[src/hw/rtl/nearest_palette_color_index_assert.svh]
`ifndef NEAREST_PALETTE_COLOR_INDEX_ASSERT_SVH
`define NEAREST_PALETTE_COLOR_INDEX_ASSERT_SVH
`ifndef SYNTHESIS
`define NPCI_ASSERT(lbl, prop, msg) \
  lbl: assert property (@(posedge clk) disable iff (!rst_n) prop) else $error(msg);
`define NPCI_ASSERT_ALWAYS(lbl, prop, msg) \
  lbl: assert property (@(posedge clk) prop) else $error(msg);
`else
`define NPCI_ASSERT(lbl, prop, msg)
`define NPCI_ASSERT_ALWAYS(lbl, prop, msg)
`endif
`endif

[src/hw/rtl/npci_pkg.sv]
package npci_pkg;

  localparam int DIST_W = 18;

  localparam logic [63:0] Q30_ONE  = 64'd1073741824;
  localparam logic [63:0] HUE6_Q30 = 64'd4295182044;
  localparam logic [63:0] K1  = 64'd1686629713;
  localparam logic [63:0] K3  = 64'd693598668;
  localparam logic [63:0] K5  = 64'd85569306;
  localparam logic [63:0] K7  = 64'd5026995;
  localparam logic [63:0] K9  = 64'd172272;
  localparam logic [63:0] K11 = 64'd3864;

  localparam int COORD_BASE = 64881;
  localparam int COORD_MIN  = -65536;

  typedef struct packed {
    logic [7:0] red;
    logic [7:0] green;
    logic [7:0] blue;
  } pix_t;

  typedef struct packed {
    logic [15:0] red;
    logic [15:0] green;
    logic [15:0] blue;
  } sq_t;

  typedef enum logic [2:0] {
    SECT_GREEN_UP,
    SECT_RED_DOWN,
    SECT_BLUE_UP,
    SECT_GREEN_DOWN,
    SECT_RED_UP
  } sector_t;

  function automatic logic [15:0] sq_diff(input logic [7:0] a, input logic [7:0] b);
    logic [7:0] d;
    d = (a >= b) ? (a - b) : (b - a);
    return 16'(d) * 16'(d);
  endfunction

  function automatic sq_t pix_squares(input pix_t p, input logic [23:0] entry);
    sq_t s;
    s.red   = sq_diff(p.red,   entry[23:16]);
    s.green = sq_diff(p.green, entry[15:8]);
    s.blue  = sq_diff(p.blue,  entry[7:0]);
    return s;
  endfunction

  function automatic logic [7:0] warp_channel(input logic [63:0] x);
    logic [63:0] x2;
    logic [63:0] p;
    logic [63:0] s;
    logic [63:0] q;
    logic [63:0] b;
    logic [7:0]  res;
    x2 = (x * x) >> 30;
    p  = K11;
    p  = K9 - ((x2 * p) >> 30);
    p  = K7 - ((x2 * p) >> 30);
    p  = K5 - ((x2 * p) >> 30);
    p  = K3 - ((x2 * p) >> 30);
    p  = K1 - ((x2 * p) >> 30);
    s  = (x * p) >> 30;
    q  = (s * s) >> 30;
    b  = (64'd255 * q) >> 30;
    if (x == 64'd0) begin
      res = 8'h00;
    end else if (x >= Q30_ONE) begin
      res = 8'hFF;
    end else if (b > 64'd255) begin
      res = 8'hFF;
    end else begin
      res = b[7:0];
    end
    return res;
  endfunction

endpackage

[src/hw/rtl/npci_out.sv]
module npci_out #(
  parameter int IDX_W = 8
) (
  input  logic                         clk,
  input  logic                         rst_n,
  input  logic                         valid_i,
  input  logic [IDX_W-1:0]             best_i,
  input  logic [npci_pkg::DIST_W-1:0]  dist_i,
  input  logic                         out_ready,
  output logic                         advance,
  output logic                         out_valid,
  output logic [7:0]                   out_best_index,
  output logic [npci_pkg::DIST_W-1:0]  out_best_distance_sq,
  output logic signed [16:0]           out_lut_coordinate
);
  import npci_pkg::*;

  localparam int CW = IDX_W + 18;
  localparam logic signed [CW-1:0] CoordBase = CW'(COORD_BASE);
  localparam logic signed [CW-1:0] CoordMin  = CW'(COORD_MIN);

  logic signed [CW-1:0] coord_full;
  logic signed [16:0]   coord_nxt;
  logic                 valid_r;
  logic [7:0]           index_r;
  logic [DIST_W-1:0]    dist_r;
  logic signed [16:0]   coord_r;

  assign coord_full = CoordBase - $signed(CW'({best_i, 8'h00}));
  assign coord_nxt  = (coord_full < CoordMin) ? CoordMin[16:0] : coord_full[16:0];
  assign advance    = !valid_r || out_ready;

  always_ff @(posedge clk) begin
    if (!rst_n) begin
      valid_r <= 1'b0;
    end else if (advance) begin
      valid_r <= valid_i;
    end
  end

  always_ff @(posedge clk) begin
    if (advance) begin
      index_r <= 8'(best_i);
      dist_r  <= dist_i;
      coord_r <= coord_nxt;
    end
  end

  assign out_valid            = valid_r;
  assign out_best_index       = index_r;
  assign out_best_distance_sq = dist_r;
  assign out_lut_coordinate   = coord_r;

endmodule

[config.mk]
export PLATFORM = sky130hd
export DESIGN_NAME = npci_out
export DESIGN_NICKNAME = d
export VERILOG_FILES = /design/src/hw/rtl/nearest_palette_color_index_assert.svh /design/src/hw/rtl/npci_pkg.sv /design/src/hw/rtl/npci_out.sv
export SDC_FILE = /design/constraint.sdc
export NUM_CORES = 1
export LEC_CHECK = 0
export ABC_AREA = 1
export BUFFER_PORTS_ARGS = -buffer_cell sky130_fd_sc_hd__clkbuf_2
export CAP_MARGIN = 15
export CORE_MARGIN = 2
export CORE_UTILIZATION = 42
export DETAILED_ROUTE_END_ITERATION = 8
export PLACE_DENSITY = 0.81
export SYNTH_ARGS = -nofsm -noshare
export SYNTH_HDL_FRONTEND = slang
export SYNTH_SLANG_ARGS = --single-unit
[constraint.sdc]
create_clock -name clk -period 1.95 [get_ports clk]
set_input_delay 0.195 -clock clk [delete_from_list [all_inputs] [get_ports clk]]
set_output_delay 0.195 -clock clk [all_outputs]
set_load 0.1 [all_outputs]
==> impl_metrics.tcl <==
set metrics [dict create \
    overflow 0 \
    avgViaCountPerCell 4.54 \
    holdBufCountCts 0 \
    synth_cell_types 16 \
    timing.rr.start "out_valid" \
    final_layout_size_suffix_gt1_frac 0.537 \
    ioPinCount 75 \
    setup_tns_ns 0 \
    cts_inserted_buffers 5 \
    clock_path_buffers 2 \
    dpl.cell_count 172 \
    holdCritStartpoint "dist_i[5]" \
    r2r-end "out_best_distance_sq[16]" \
    yosys_warnings 0 \
    relSlewSlack 0.624 \
    area_growth_pct 35.1 \
    cp-start-kind "flip-flop" \
    port_buffers 66 \
    grt_usage 0.137 \
    critPathMaxFanout 2 \
    setup_viol 0 \
    yosysSeqAreaShare 0.816 \
    h-tree-depth 2 \
    vdd_ir_drop_max_mv 0.461 \
    path_class "reg -> out" \
    hpwl_um 1650 \
    cts_resized 0 \
    run_status "finished, final reports clean" \
    power_density_mw_per_mm2 1230 \
    synthCells 75 \
    vias 818 \
    tightest_slew_ns 0.566 \
    postLayoutCellArea_mm2 0.00172 \
    min_path_type "in -> reg" \
    root_buffer "clkbuf_4" \
    placed_cell_area_mm2 0.00162 \
    clk_transition_reported_paths_ns 0.10 \
    finalHoldViolCount 0 \
    drt-initial-drc-count 25 \
    final_antenna_net_count 0 \
    rows 20 \
    layout_min_cycle_time_ns 1.38 \
    postCtsSetupBuffers 0 \
    ys_seq_elements 35 \
    drv_slew 0 \
    r2r_cells 2 \
    fin_cells 180 \
    final_common_cell "clkbuf_2" \
    cts_tree "done" \
    drtPass1Iterations 5 \
    fmax_mhz 723 \
    dieWidth_um 59.1 \
    min_path_cells 1 \
    p_leak_nw 0.815 \
    final_cell_mix "clkbuf_2 (66), edfxtp_1 (34), conb_1 (8)" \
    fin_nets 177 \
    core_mm2 0.00298 \
    syn_avg_cell_area_um2 17.0 \
    antenna_cells 0 \
    cp_data_required_time_ns 1.75 \
    rsz0062_at_grt "no" \
    max_cap_violations 0 \
    drt_wl_total_um 2190 \
    grt_pass1_wl_um 3190 \
    die_y_um 59.1 \
    syn_area_mm2 0.00128 \
    grt_max_degree 36 \
    fin_worst_skew_ns 0.00205 \
    clkSinkCount 35 \
    ff2ff_setup_slack_ns 0.83 \
    min_to "out_best_distance_sq[5]" \
    finalWeightedCongestion 0.726 \
    fill_cells 229 \
    grt_pass1_vias 699 \
    wl_per_cell_um 12.1 \
    finalCritPeriodShare 0.709 \
    drc 0 \
    clk_latency_ns 0.33 \
    cp-end-kind "output pin" \
    crit_arrival_ns 1.19 \
    start_util 0.429 \
    die-area_mm2 0.00350 \
    antenna_found_initial 0 \
]
[synthesized netlist by cell type]
cell type	count	share of area
edfxtp_1	34	0.80
buf_4	9	0.053
inv_1	7	0.021
nand2_1	7	0.021
nand3_1	4	0.016
conb_1	2	0.0059
nor2_1	2	0.0059
xor2_1	2	0.014
a21boi_0	1	0.0059
dfxtp_1	1	0.016
ha_1	1	0.0098
nand3_2	1	0.0078
nor3_1	1	0.0039
o21bai_1	1	0.0059
o21bai_2	1	0.0088
xnor2_1	1	0.0069
[metrics by stage]
step	setup slack [ns]	power [W]	hold slack (ns)	utilization
floorplan	0.406	0.00144	0.294	-
finish	0.567	0.00212	0.0263	0.579
CTS	0.543	0.00214	0.0113	0.579
detailed placement	0.841	0.00151	0.374	0.544
global route	0.514	0.00219	0.0116	0.579
global placement	0.867	0.00151	0.373	0.544
[area by class of cell]
type	count	area [µm²]	area share
flip-flops and latches	35	1040	0.605
repair buffers	67	338	0.196
multi-input cells	30	171	0.0994
clock inverters	3	67.6	0.0392
well taps	33	41.3	0.0239
clock buffers	5	37.5	0.0218
inverters	7	26.3	0.0152
[cells by family after synthesis]
| group | count (synthesis) | share of synthesized area |
|---|---|---|
| AO/OA/AOI/OAI | 3 | 0.0206 |
| XOR/XNOR | 3 | 0.0206 |
| adder cells (fa/ha/maj) | 1 | 0.00980 |
| buffers and inverters | 16 | 0.0735 |
| flip-flops | 35 | 0.816 |
| other | 2 | 0.00588 |
| AND/OR/NAND/NOR | 15 | 0.0539 |
[worst max-delay path, cell delays in order, from the launching register on]
cell and delay [ns]:
dfxtp_2 0.35, nand2_4 0.06, clkbuf_2 0.44
[per-layer routing]
layer  track usage  vias to the layer above  part of all wire  wire length (µm)
met2         0.219                       59              0.48              1060
met4         0.117                        0             0.033                73
met3        0.0524                        7              0.13               276
met1         0.140                      364              0.36               777
li1              -                      388                 -                 -
met5             0                        -                 0                 0
[where the power goes]
part	internal [W]	switching, W
sequential	0.000885	0.0000150
combinational	0.0000653	0.000529
clock	0.000399	0.000232
total	0.00135	0.000776
[worst max path at each step]
stage          startpoint                      end  slack, ns  depth (start not counted)
2_1_floorplan   out_valid  out_best_distance_sq[0]       0.41                          1
3_3_place_gp    out_ready   out_lut_coordinate[14]       0.87                          4
3_5_place_dp    out_valid   out_lut_coordinate[14]       0.84                          2
4_1_cts         out_valid                  advance       0.54                          2
5_1_grt         out_valid                  advance       0.51                          2
6_report        out_valid                  advance       0.57                          2
[registers in the layout (all words and copies together) (netlist names)]
name                  flops
out_lut_coordinate        8
out_best_distance_sq     18
out_best_index            8
out_valid                 1
(Power assumes the default switching activity.)
