--- src/hw/rtl/nearest_palette_color_index_assert.svh ---
`ifndef NEAREST_PALETTE_COLOR_INDEX_ASSERT_SVH
`define NEAREST_PALETTE_COLOR_INDEX_ASSERT_SVH
`ifndef SYNTHESIS
`define NPCI_ASSERT(lbl, prop, msg) \
  lbl: assert property (@(posedge clk) disable iff (!rst_n) prop) else $error(msg);
`define NPCI_ASSERT_ALWAYS(lbl, prop, msg) \
  lbl: assert property (@(posedge clk) prop) else $error(msg);
`else
`define NPCI_ASSERT(lbl, prop, msg)
`define NPCI_ASSERT_ALWAYS(lbl, prop, msg)
`endif
`endif

--- src/hw/rtl/npci_pkg.sv ---
package npci_pkg;

  localparam int DIST_W = 18;

  localparam logic [63:0] Q30_ONE  = 64'd1073741824;
  localparam logic [63:0] HUE6_Q30 = 64'd4295182044;
  localparam logic [63:0] K1  = 64'd1686629713;
  localparam logic [63:0] K3  = 64'd693598668;
  localparam logic [63:0] K5  = 64'd85569306;
  localparam logic [63:0] K7  = 64'd5026995;
  localparam logic [63:0] K9  = 64'd172272;
  localparam logic [63:0] K11 = 64'd3864;

  localparam int COORD_BASE = 64881;
  localparam int COORD_MIN  = -65536;

  typedef struct packed {
    logic [7:0] red;
    logic [7:0] green;
    logic [7:0] blue;
  } pix_t;

  typedef struct packed {
    logic [15:0] red;
    logic [15:0] green;
    logic [15:0] blue;
  } sq_t;

  typedef enum logic [2:0] {
    SECT_GREEN_UP,
    SECT_RED_DOWN,
    SECT_BLUE_UP,
    SECT_GREEN_DOWN,
    SECT_RED_UP
  } sector_t;

  function automatic logic [15:0] sq_diff(input logic [7:0] a, input logic [7:0] b);
    logic [7:0] d;
    d = (a >= b) ? (a - b) : (b - a);
    return 16'(d) * 16'(d);
  endfunction

  function automatic sq_t pix_squares(input pix_t p, input logic [23:0] entry);
    sq_t s;
    s.red   = sq_diff(p.red,   entry[23:16]);
    s.green = sq_diff(p.green, entry[15:8]);
    s.blue  = sq_diff(p.blue,  entry[7:0]);
    return s;
  endfunction

  function automatic logic [7:0] warp_channel(input logic [63:0] x);
    logic [63:0] x2;
    logic [63:0] p;
    logic [63:0] s;
    logic [63:0] q;
    logic [63:0] b;
    logic [7:0]  res;
    x2 = (x * x) >> 30;
    p  = K11;
    p  = K9 - ((x2 * p) >> 30);
    p  = K7 - ((x2 * p) >> 30);
    p  = K5 - ((x2 * p) >> 30);
    p  = K3 - ((x2 * p) >> 30);
    p  = K1 - ((x2 * p) >> 30);
    s  = (x * p) >> 30;
    q  = (s * s) >> 30;
    b  = (64'd255 * q) >> 30;
    if (x == 64'd0) begin
      res = 8'h00;
    end else if (x >= Q30_ONE) begin
      res = 8'hFF;
    end else if (b > 64'd255) begin
      res = 8'hFF;
    end else begin
      res = b[7:0];
    end
    return res;
  endfunction

endpackage

--- src/hw/rtl/npci_cell.sv ---
module npci_cell #(
  parameter int          IDX_W    = 8,
  parameter int          INDEX    = 0,
  parameter logic [23:0] NEXT_RGB = 24'h000000
) (
  input  logic                         clk,
  input  logic                         rst_n,
  input  logic                         advance,
  input  logic                         valid_i,
  input  npci_pkg::pix_t               pix_i,
  input  npci_pkg::sq_t                sq_i,
  input  logic [IDX_W-1:0]             best_i,
  input  logic [npci_pkg::DIST_W-1:0]  dist_i,
  output logic                         valid_o,
  output npci_pkg::pix_t               pix_o,
  output npci_pkg::sq_t                sq_o,
  output logic [IDX_W-1:0]             best_o,
  output logic [npci_pkg::DIST_W-1:0]  dist_o
);
  import npci_pkg::*;

  localparam bit First = (INDEX == 0);

  logic [DIST_W-1:0] dist_sum;
  logic              take;
  logic              valid_r;
  pix_t              pix_r;
  sq_t               sq_r;
  sq_t               sq_nxt;
  logic [IDX_W-1:0]  best_r;
  logic [IDX_W-1:0]  best_nxt;
  logic [DIST_W-1:0] dist_r;
  logic [DIST_W-1:0] dist_nxt;

  assign dist_sum = DIST_W'(sq_i.red) + DIST_W'(sq_i.green) + DIST_W'(sq_i.blue);
  assign take     = First || (dist_sum < dist_i);
  assign best_nxt = take ? IDX_W'(INDEX) : best_i;
  assign dist_nxt = take ? dist_sum : dist_i;
  assign sq_nxt   = pix_squares(pix_i, NEXT_RGB);

  always_ff @(posedge clk) begin
    if (!rst_n) begin
      valid_r <= 1'b0;
    end else if (advance) begin
      valid_r <= valid_i;
    end
  end

  always_ff @(posedge clk) begin
    if (advance) begin
      pix_r  <= pix_i;
      sq_r   <= sq_nxt;
      best_r <= best_nxt;
      dist_r <= dist_nxt;
    end
  end

  assign valid_o = valid_r;
  assign pix_o   = pix_r;
  assign sq_o    = sq_r;
  assign best_o  = best_r;
  assign dist_o  = dist_r;

endmodule

--- config.mk ---
export PLATFORM = sky130hd
export DESIGN_NAME = npci_cell
export DESIGN_NICKNAME = d
export VERILOG_FILES = /design/src/hw/rtl/nearest_palette_color_index_assert.svh /design/src/hw/rtl/npci_pkg.sv /design/src/hw/rtl/npci_cell.sv
export SDC_FILE = /design/constraint.sdc
export NUM_CORES = 1
export LEC_CHECK = 0
export BUFFER_PORTS_ARGS = -buffer_cell sky130_fd_sc_hd__buf_2
export CAP_MARGIN = 20
export CORE_MARGIN = 8
export CORE_UTILIZATION = 60
export DETAILED_ROUTE_END_ITERATION = 10
export PLACE_DENSITY = 0.88
export SLEW_MARGIN = 10
export SYNTH_ARGS = -nofsm -noshare
export SYNTH_HDL_FRONTEND = slang
export SYNTH_SLANG_ARGS = --single-unit
--- constraint.sdc ---
create_clock -name clk -period 14.46 [get_ports clk]
set_clock_uncertainty 0.2 [all_clocks]
set_input_delay 2.169 -clock clk [delete_from_list [all_inputs] [get_ports clk]]
set_output_delay 2.169 -clock clk [all_outputs]
set_load 0.05 [all_outputs]
==> results of run 1 <==
==> flip-flops by register name (all words and copies together), names as in the netlist <==
signal,cells
dist_o,18
valid_o,1
pix_o,24
sq_o,42
==> cell families after synthesis <==
logic type	synth area share, %
AND/OR/NAND/NOR	10.6
buffers and inverters	7.95
flip-flops	29.6
XOR/XNOR	6.62
other	0.0436
multiplexers	0.233
AO/OA/AOI/OAI	8.40
adder cells (fa/ha/maj)	36.6
==> worst max-delay path, stage by stage <==
cell and delay (ns):
buf_2 0.21, inv_1 0.11, nor2_1 0.21, fa_1 0.49, fa_1 0.54, inv_1 0.05, fa_1 0.50, fa_1 0.54
inv_1 0.04, ha_1 0.35, nand3_1 0.11, o211ai_1 0.10, o21ai_0 0.25, a21oi_1 0.14, o41a_1 0.34, xnor2_1 0.14
==> final cells by class <==
type / instances / area [µm²]
Fill cell: 1029 / 4100
Timing Repair Buffer: 164 / 846
Sequential cell: 85 / 2540
Multi-Input combinational cell: 560 / 5410
Inverter: 145 / 544
Tap cell: 180 / 225
Clock inverter: 5 / 36.3
Clock buffer: 11 / 233
==> power groups by stage <==
stage / Combinational (mW) / Sequential (mW) / Clock (mW)
final: 0.925 / 0.390 / 0.215
after CTS: 0.931 / 0.392 / 0.219
after floorplan: 0.507 / 0.621 / 0
after global routing: 1.02 / 0.397 / 0.227
after global placement: 0.902 / 0.394 / 0
after detailed placement: 0.923 / 0.395 / 0
==> metal layers <==
layer / global-route usage, % / up-vias / routed length, µm
met5: 0 / - / 0
met4: 7.28 / 0 / 362
met3: 3.93 / 29 / 1010
met2: 34.6 / 155 / 8740
met1: 21.6 / 2900 / 6840
li1: - / 2926 / -
==> worst max path at each step <==
stage	slack (ns)	from	to
2_1_floorplan	7.96	pix_i[5]	sq_o[15]$_DFFE_PP_
3_3_place_gp	7.79	pix_i[5]	sq_o[15]$_DFFE_PP_
3_5_place_dp	7.74	pix_i[5]	sq_o[15]$_DFFE_PP_
4_1_cts	8.08	pix_i[5]	sq_o[15]$_DFFE_PP_
5_1_grt	7.85	pix_i[5]	sq_o[15]$_DFFE_PP_
6_report	8.06	pix_i[5]	sq_o[15]$_DFFE_PP_
==> cells in the final DEF (no fill, tap or decap), types with 32 or more instances in the layout <==
cell and n:
a21oi_1 33, ha_1 104, inv_1 145, buf_2 162
and2_1 58, edfxtp_1 84, nand2_1 41, xnor2_1 52
fa_1 92, nor2_1 32
==> per-stage QoR <==
| stage | cells | worst slack, ns |
|---|---|---|
| floorplan | 813 | 7.96 |
| global placement | 1133 | 7.79 |
| detailed placement | 1133 | 7.74 |
| CTS | 1149 | 8.08 |
| global route | 1150 | 7.85 |
| finish | 1150 | 8.06 |
==> flow_summary_export.csv, run 1 <==
group,metric,value,unit
global_routing,grt_pass1_wl,28400,µm
global_routing,track_usage,19.1,%
clock_tree,cts_tree,"done",
synthesis,yosysTopAreaCellShare,29.3,%
power,seqPwrFrac,25.5,%
timing,fin_setup_tns,0,ns
power,power_density,156,nW/µm²
setup_path,worstRegToRegCells,2,
run_status,outcome,"finished clean",
setup_path,worstPathArrival,6.29,ns
clock_tree,cts_max_level,3,
timing,drv_slew,0,
setup_path,rrSetupSlack,13.67,ns
drt,drt-total-wl,17000,µm
clock_tree,hold_buffers,0,
worst_hold_path,hold_depth,2,
floorplan,design.portCount,201,
place,place_hpwl,13700,µm
synthesis,syn_area,8600,µm²
place,place_area,9540,µm²
synthesis,yosys_warnings,0,
clock_tree,clock_sinks,85,
synthesis,netlist_instances,803,
synthesis,synthTopCellsByCount,"inv_1 (145), ha_1 (104), fa_1 (92), edfxtp_1 (84), and2_1 (58)",
clock_tree,ctsResizeCount,0,
worst_hold_path,holdCritPathClass,"flip-flop to flip-flop",
synthesis,avgSynthCellArea,10.7,µm²
timing,max_freq,156,MHz
drt,drc,0,
power,p_sw_share,47.1,%
worst_hold_path,hold_end,"valid_o$_SDFFE_PN0P_",
floorplan,die-area,18400,µm²
layout,nNetsFinal,1263,
synthesis,synth_edf_count,84,
setup_path,crit_path_start_kind,"primary input",
setup_path,crit_fanout,11,
clock_tree,clockBufferDepth,2,
setup_path,critPathKind,"primary input to flip-flop",
timing,min_period_over_period,44.2,%
timing,finalSetupViolCount,0,
setup_path,end_kind,"flip-flop",
layout,fin_area,9840,µm²
global_routing,antenna_found_initial,0,
floorplan,die_w,136,µm
place,gp_congestion,0.829,
power,p_int,809,µW
setup_path,r2r_end,"valid_o$_SDFFE_PN0P_",
clock_tree,cts_made_buffers,9,
synthesis,synth-seq-area-share,29.6,%
drt,first_pass_iters,5,
power,ir_drop,0.000127,V
layout,syn_to_final_growth,14.4,%
clock_tree,insertion_delay,0.34,ns
drt,vias_per_cell,5.23,
synthesis,ys.flop_type,"edfxtp_1",
worst_hold_path,hp-start,"valid_o$_SDFFE_PN0P_",
synthesis,yosysTopAreaCell,"edfxtp_1",
drt,routedWlPerCell,14.7,µm
floorplan,core,13900,µm²
drt,final_antenna_net_count,0,
synthesis,synth_area_leaders,"edfxtp_1 (29%), fa_1 (21%), ha_1 (15%), inv_1 (6.3%), xnor2_1 (5.3%)",
layout,utilization,70.6,%
power,fin_total_pwr,1.53,mW
drt,drt_iter0_drc,223,
synthesis,ys_ff_latch,85,
synthesis,yosysUniqueCellTypes,47,
timing,layout_min_cycle_time,6.40,ns
global_routing,grt_pass1_vias,6416,
power,pwr-share-clk,14.1,%
clock_tree,cts_root_buf,"clkbuf_16",
drt,vias,6010,
power,power_switching,720,µW
floorplan,rows,43,
floorplan,die_y,136,µm
timing,rsz0062_at_grt,"no",
global_routing,grt_max_degree,86,
floorplan,start_util,61.7,%
timing,fin_hold_ws,0.325,ns
synthesis,async_reset_ff_share,0,%
power,power.leakage,4.88,nW
clock_tree,post-cts-setup-buffers,0,
job,drv_cap,0,
layout,drive_gt1_share,19.5,%
clock_tree,clk_pin_slew,0.06,ns
place,numPortBuffers,163,
synthesis,yosysMostFrequentCell,"inv_1",
setup_path,rr_startpoint,"valid_o$_SDFFE_PN0P_",
timing,finalHoldViolations,0,
power,combPwrFrac,60.4,%
setup_path,worstPathRequired,14.35,ns
global_routing,grt-ovfl-total,0,
layout,diodes,0,
Note: power is estimated with default switching activity, not from simulation.
==> inputs of run 2 (changes only) <==
--- a/config.mk
+++ b/config.mk
@@ -8,9 +8,9 @@
 export BUFFER_PORTS_ARGS = -buffer_cell sky130_fd_sc_hd__buf_2
 export CAP_MARGIN = 20
 export CORE_MARGIN = 8
-export CORE_UTILIZATION = 60
+export CORE_UTILIZATION = 56
 export DETAILED_ROUTE_END_ITERATION = 10
-export PLACE_DENSITY = 0.88
+export PLACE_DENSITY = 0.83
 export SLEW_MARGIN = 10
 export SYNTH_ARGS = -nofsm -noshare
 export SYNTH_HDL_FRONTEND = slang
==> constraint.sdc (replaced) <==
create_clock -name clk -period 6.4 [get_ports clk]
set_clock_uncertainty 0.2 [all_clocks]
set_input_delay 0.96 -clock clk [delete_from_list [all_inputs] [get_ports clk]]
set_output_delay 0.96 -clock clk [all_outputs]
set_load 0.05 [all_outputs]
==> flow_summary_export.csv, run 2 (synthesized netlist as in run 1, its figures left out) <==
group,metric,value,unit
run_status,outcome,"finished clean",
power,power_switching,1.61,mW
place,gp_congestion,0.834,
setup_path,critPathKind,"primary input to flip-flop",
floorplan,design.portCount,201,
drt,vias_per_cell,5.15,
timing,min_period_over_period,81.0,%
clock_tree,clock_sinks,85,
floorplan,start_util,57.0,%
setup_path,crit_fanout,11,
drt,first_pass_iters,4,
power,pwr-share-clk,14.6,%
drt,drt-total-wl,16700,µm
layout,largest_reg_flops,42,
layout,layout_commonest_cell,"buf_2",
setup_path,rrSetupSlack,5.59,ns
layout,fillers,1213,
job,drv_cap,0,
global_routing,grt_pass1_vias,6411,
clock_tree,hold_buffers,0,
timing,tightest_slew,1.08,ns
place,numPortBuffers,163,
layout,final_cell_mix,"buf_2 (162), inv_1 (145), ha_1 (104)",
power,ir_drop,0.000244,V
timing,fin_hold_ws,0.331,ns
timing,maxSlewHeadroom,27.9,%
global_routing,grt_pass1_wl,28700,µm
setup_path,worstPathArrival,5.07,ns
setup_path,cp_top_family,"adder cells",
clock_tree,cts_made_buffers,9,
floorplan,core,15100,µm²
drt,drt_iter0_drc,215,
clock_tree,clockBufferDepth,2,
floorplan,die_w,140,µm
power,combPwrFrac,60.1,%
drt,vias,5960,
layout,drive_gt1_share,19.5,%
place,place_hpwl,13800,µm
power,p_int,1.86,mW
power,power_density,353,nW/µm²
clock_tree,post-cts-setup-buffers,0,
clock_tree,cts_root_buf,"clkbuf_16",
setup_path,cpMostUsedCell,"fa_1",
floorplan,die_y,140,µm
setup_path,worstPathCellList,"buf_2 > inv_1 > nor2_1 > fa_1 > fa_1 > inv_1 > fa_1 > fa_1 > inv_1 > ha_1 > nand3_1 > o211ai_1 > o21ai_0 > a21oi_1 > o41a_1 > xnor2_1",
floorplan,die-area,19600,µm²
clock_tree,cts_tree,"done",
power,power.leakage,4.89,nW
drt,routedWlPerCell,14.4,µm
setup_path,critPathMaxStageDelay,0.54,ns
timing,rsz0062_at_grt,"no",
global_routing,grt-ovfl-total,0,
setup_path,worstPathRequired,6.29,ns
global_routing,track_usage,17.7,%
clock_tree,clk_pin_slew,0.06,ns
clock_tree,cts_max_level,3,
global_routing,grt_max_degree,86,
layout,diodes,0,
setup_path,crit_path_start_kind,"primary input",
timing,fin_setup_tns,0,ns
timing,drv_slew,0,
setup_path,crit_buf_inv,4,
setup_path,end_kind,"flip-flop",
global_routing,antenna_found_initial,0,
clock_tree,ctsResizeCount,0,
worst_hold_path,holdCritPathClass,"flip-flop to flip-flop",
setup_path,cp_slowest_cell,"fa_1",
timing,finalHoldViolations,0,
timing,max_freq,193,MHz
power,seqPwrFrac,25.3,%
timing,finalSetupViolCount,0,
timing,layout_min_cycle_time,5.18,ns
power,p_sw_share,46.3,%
drt,final_antenna_net_count,0,
layout,syn_to_final_growth,14.4,%
floorplan,rows,45,
drt,drc,0,
clock_tree,insertion_delay,0.34,ns
layout,nNetsFinal,1262,
## run 2: final timing paths
path,startpoint,endpoint,cells past startpoint
worst max-delay path,pix_i[5],sq_o[15]$_DFFE_PP_,16
worst min-delay path,valid_o$_SDFFE_PN0P_,valid_o$_SDFFE_PN0P_,2
worst max register to register,valid_o$_SDFFE_PN0P_,valid_o$_SDFFE_PN0P_,2
worst min register to register,valid_o$_SDFFE_PN0P_,valid_o$_SDFFE_PN0P_,2
## run 2: layout make-up
cell class	count	area [µm²]	area share (%)
Clock buffer	10	229	2.33
Clock inverter	6	53.8	0.547
Inverter	145	544	5.54
Multi-Input combinational cell	560	5410	55.0
Sequential cell	85	2540	25.9
Tap cell	188	235	2.39
Timing Repair Buffer	163	818	8.32
## run 2: routing by layer
metal	global-route usage (%)	vias up	routed length [µm]
met5	0	-	0
met4	5.60	0	247
met3	5.16	17	1140
met2	31.5	134	8410
met1	20.2	2884	6890
li1	-	2925	-
## run 2: power by group through the flow
stage / clock, mW / combinational (mW) / sequential [mW]
after global placement: 0 / 2.04 / 0.886
after detailed placement: 0 / 2.09 / 0.889
final: 0.507 / 2.09 / 0.877
after global routing: 0.539 / 2.31 / 0.893
after floorplan: 0 / 1.15 / 1.40
after CTS: 0.516 / 2.11 / 0.880
## run 2: metrics by stage
step           utilization, %  instance area, µm²  power, mW  std cells  worst slack (ns)
2_1_floorplan               -                8630       2.55        813              1.11
3_3_place_gp             63.3                9550       2.93       1141             0.934
3_5_place_dp             63.3                9550       2.98       1141             0.892
4_1_cts                  65.2                9830       3.50       1157              1.25
5_1_grt                  65.2                9830       3.74       1157             0.959
6_report                 65.2                9830       3.47       1157              1.22
## run 2: worst min-delay path: stages, from the launching register on
cell and delay [ns]:
dfxtp_1 0.33, mux2i_1 0.07, nor2b_1 0.09
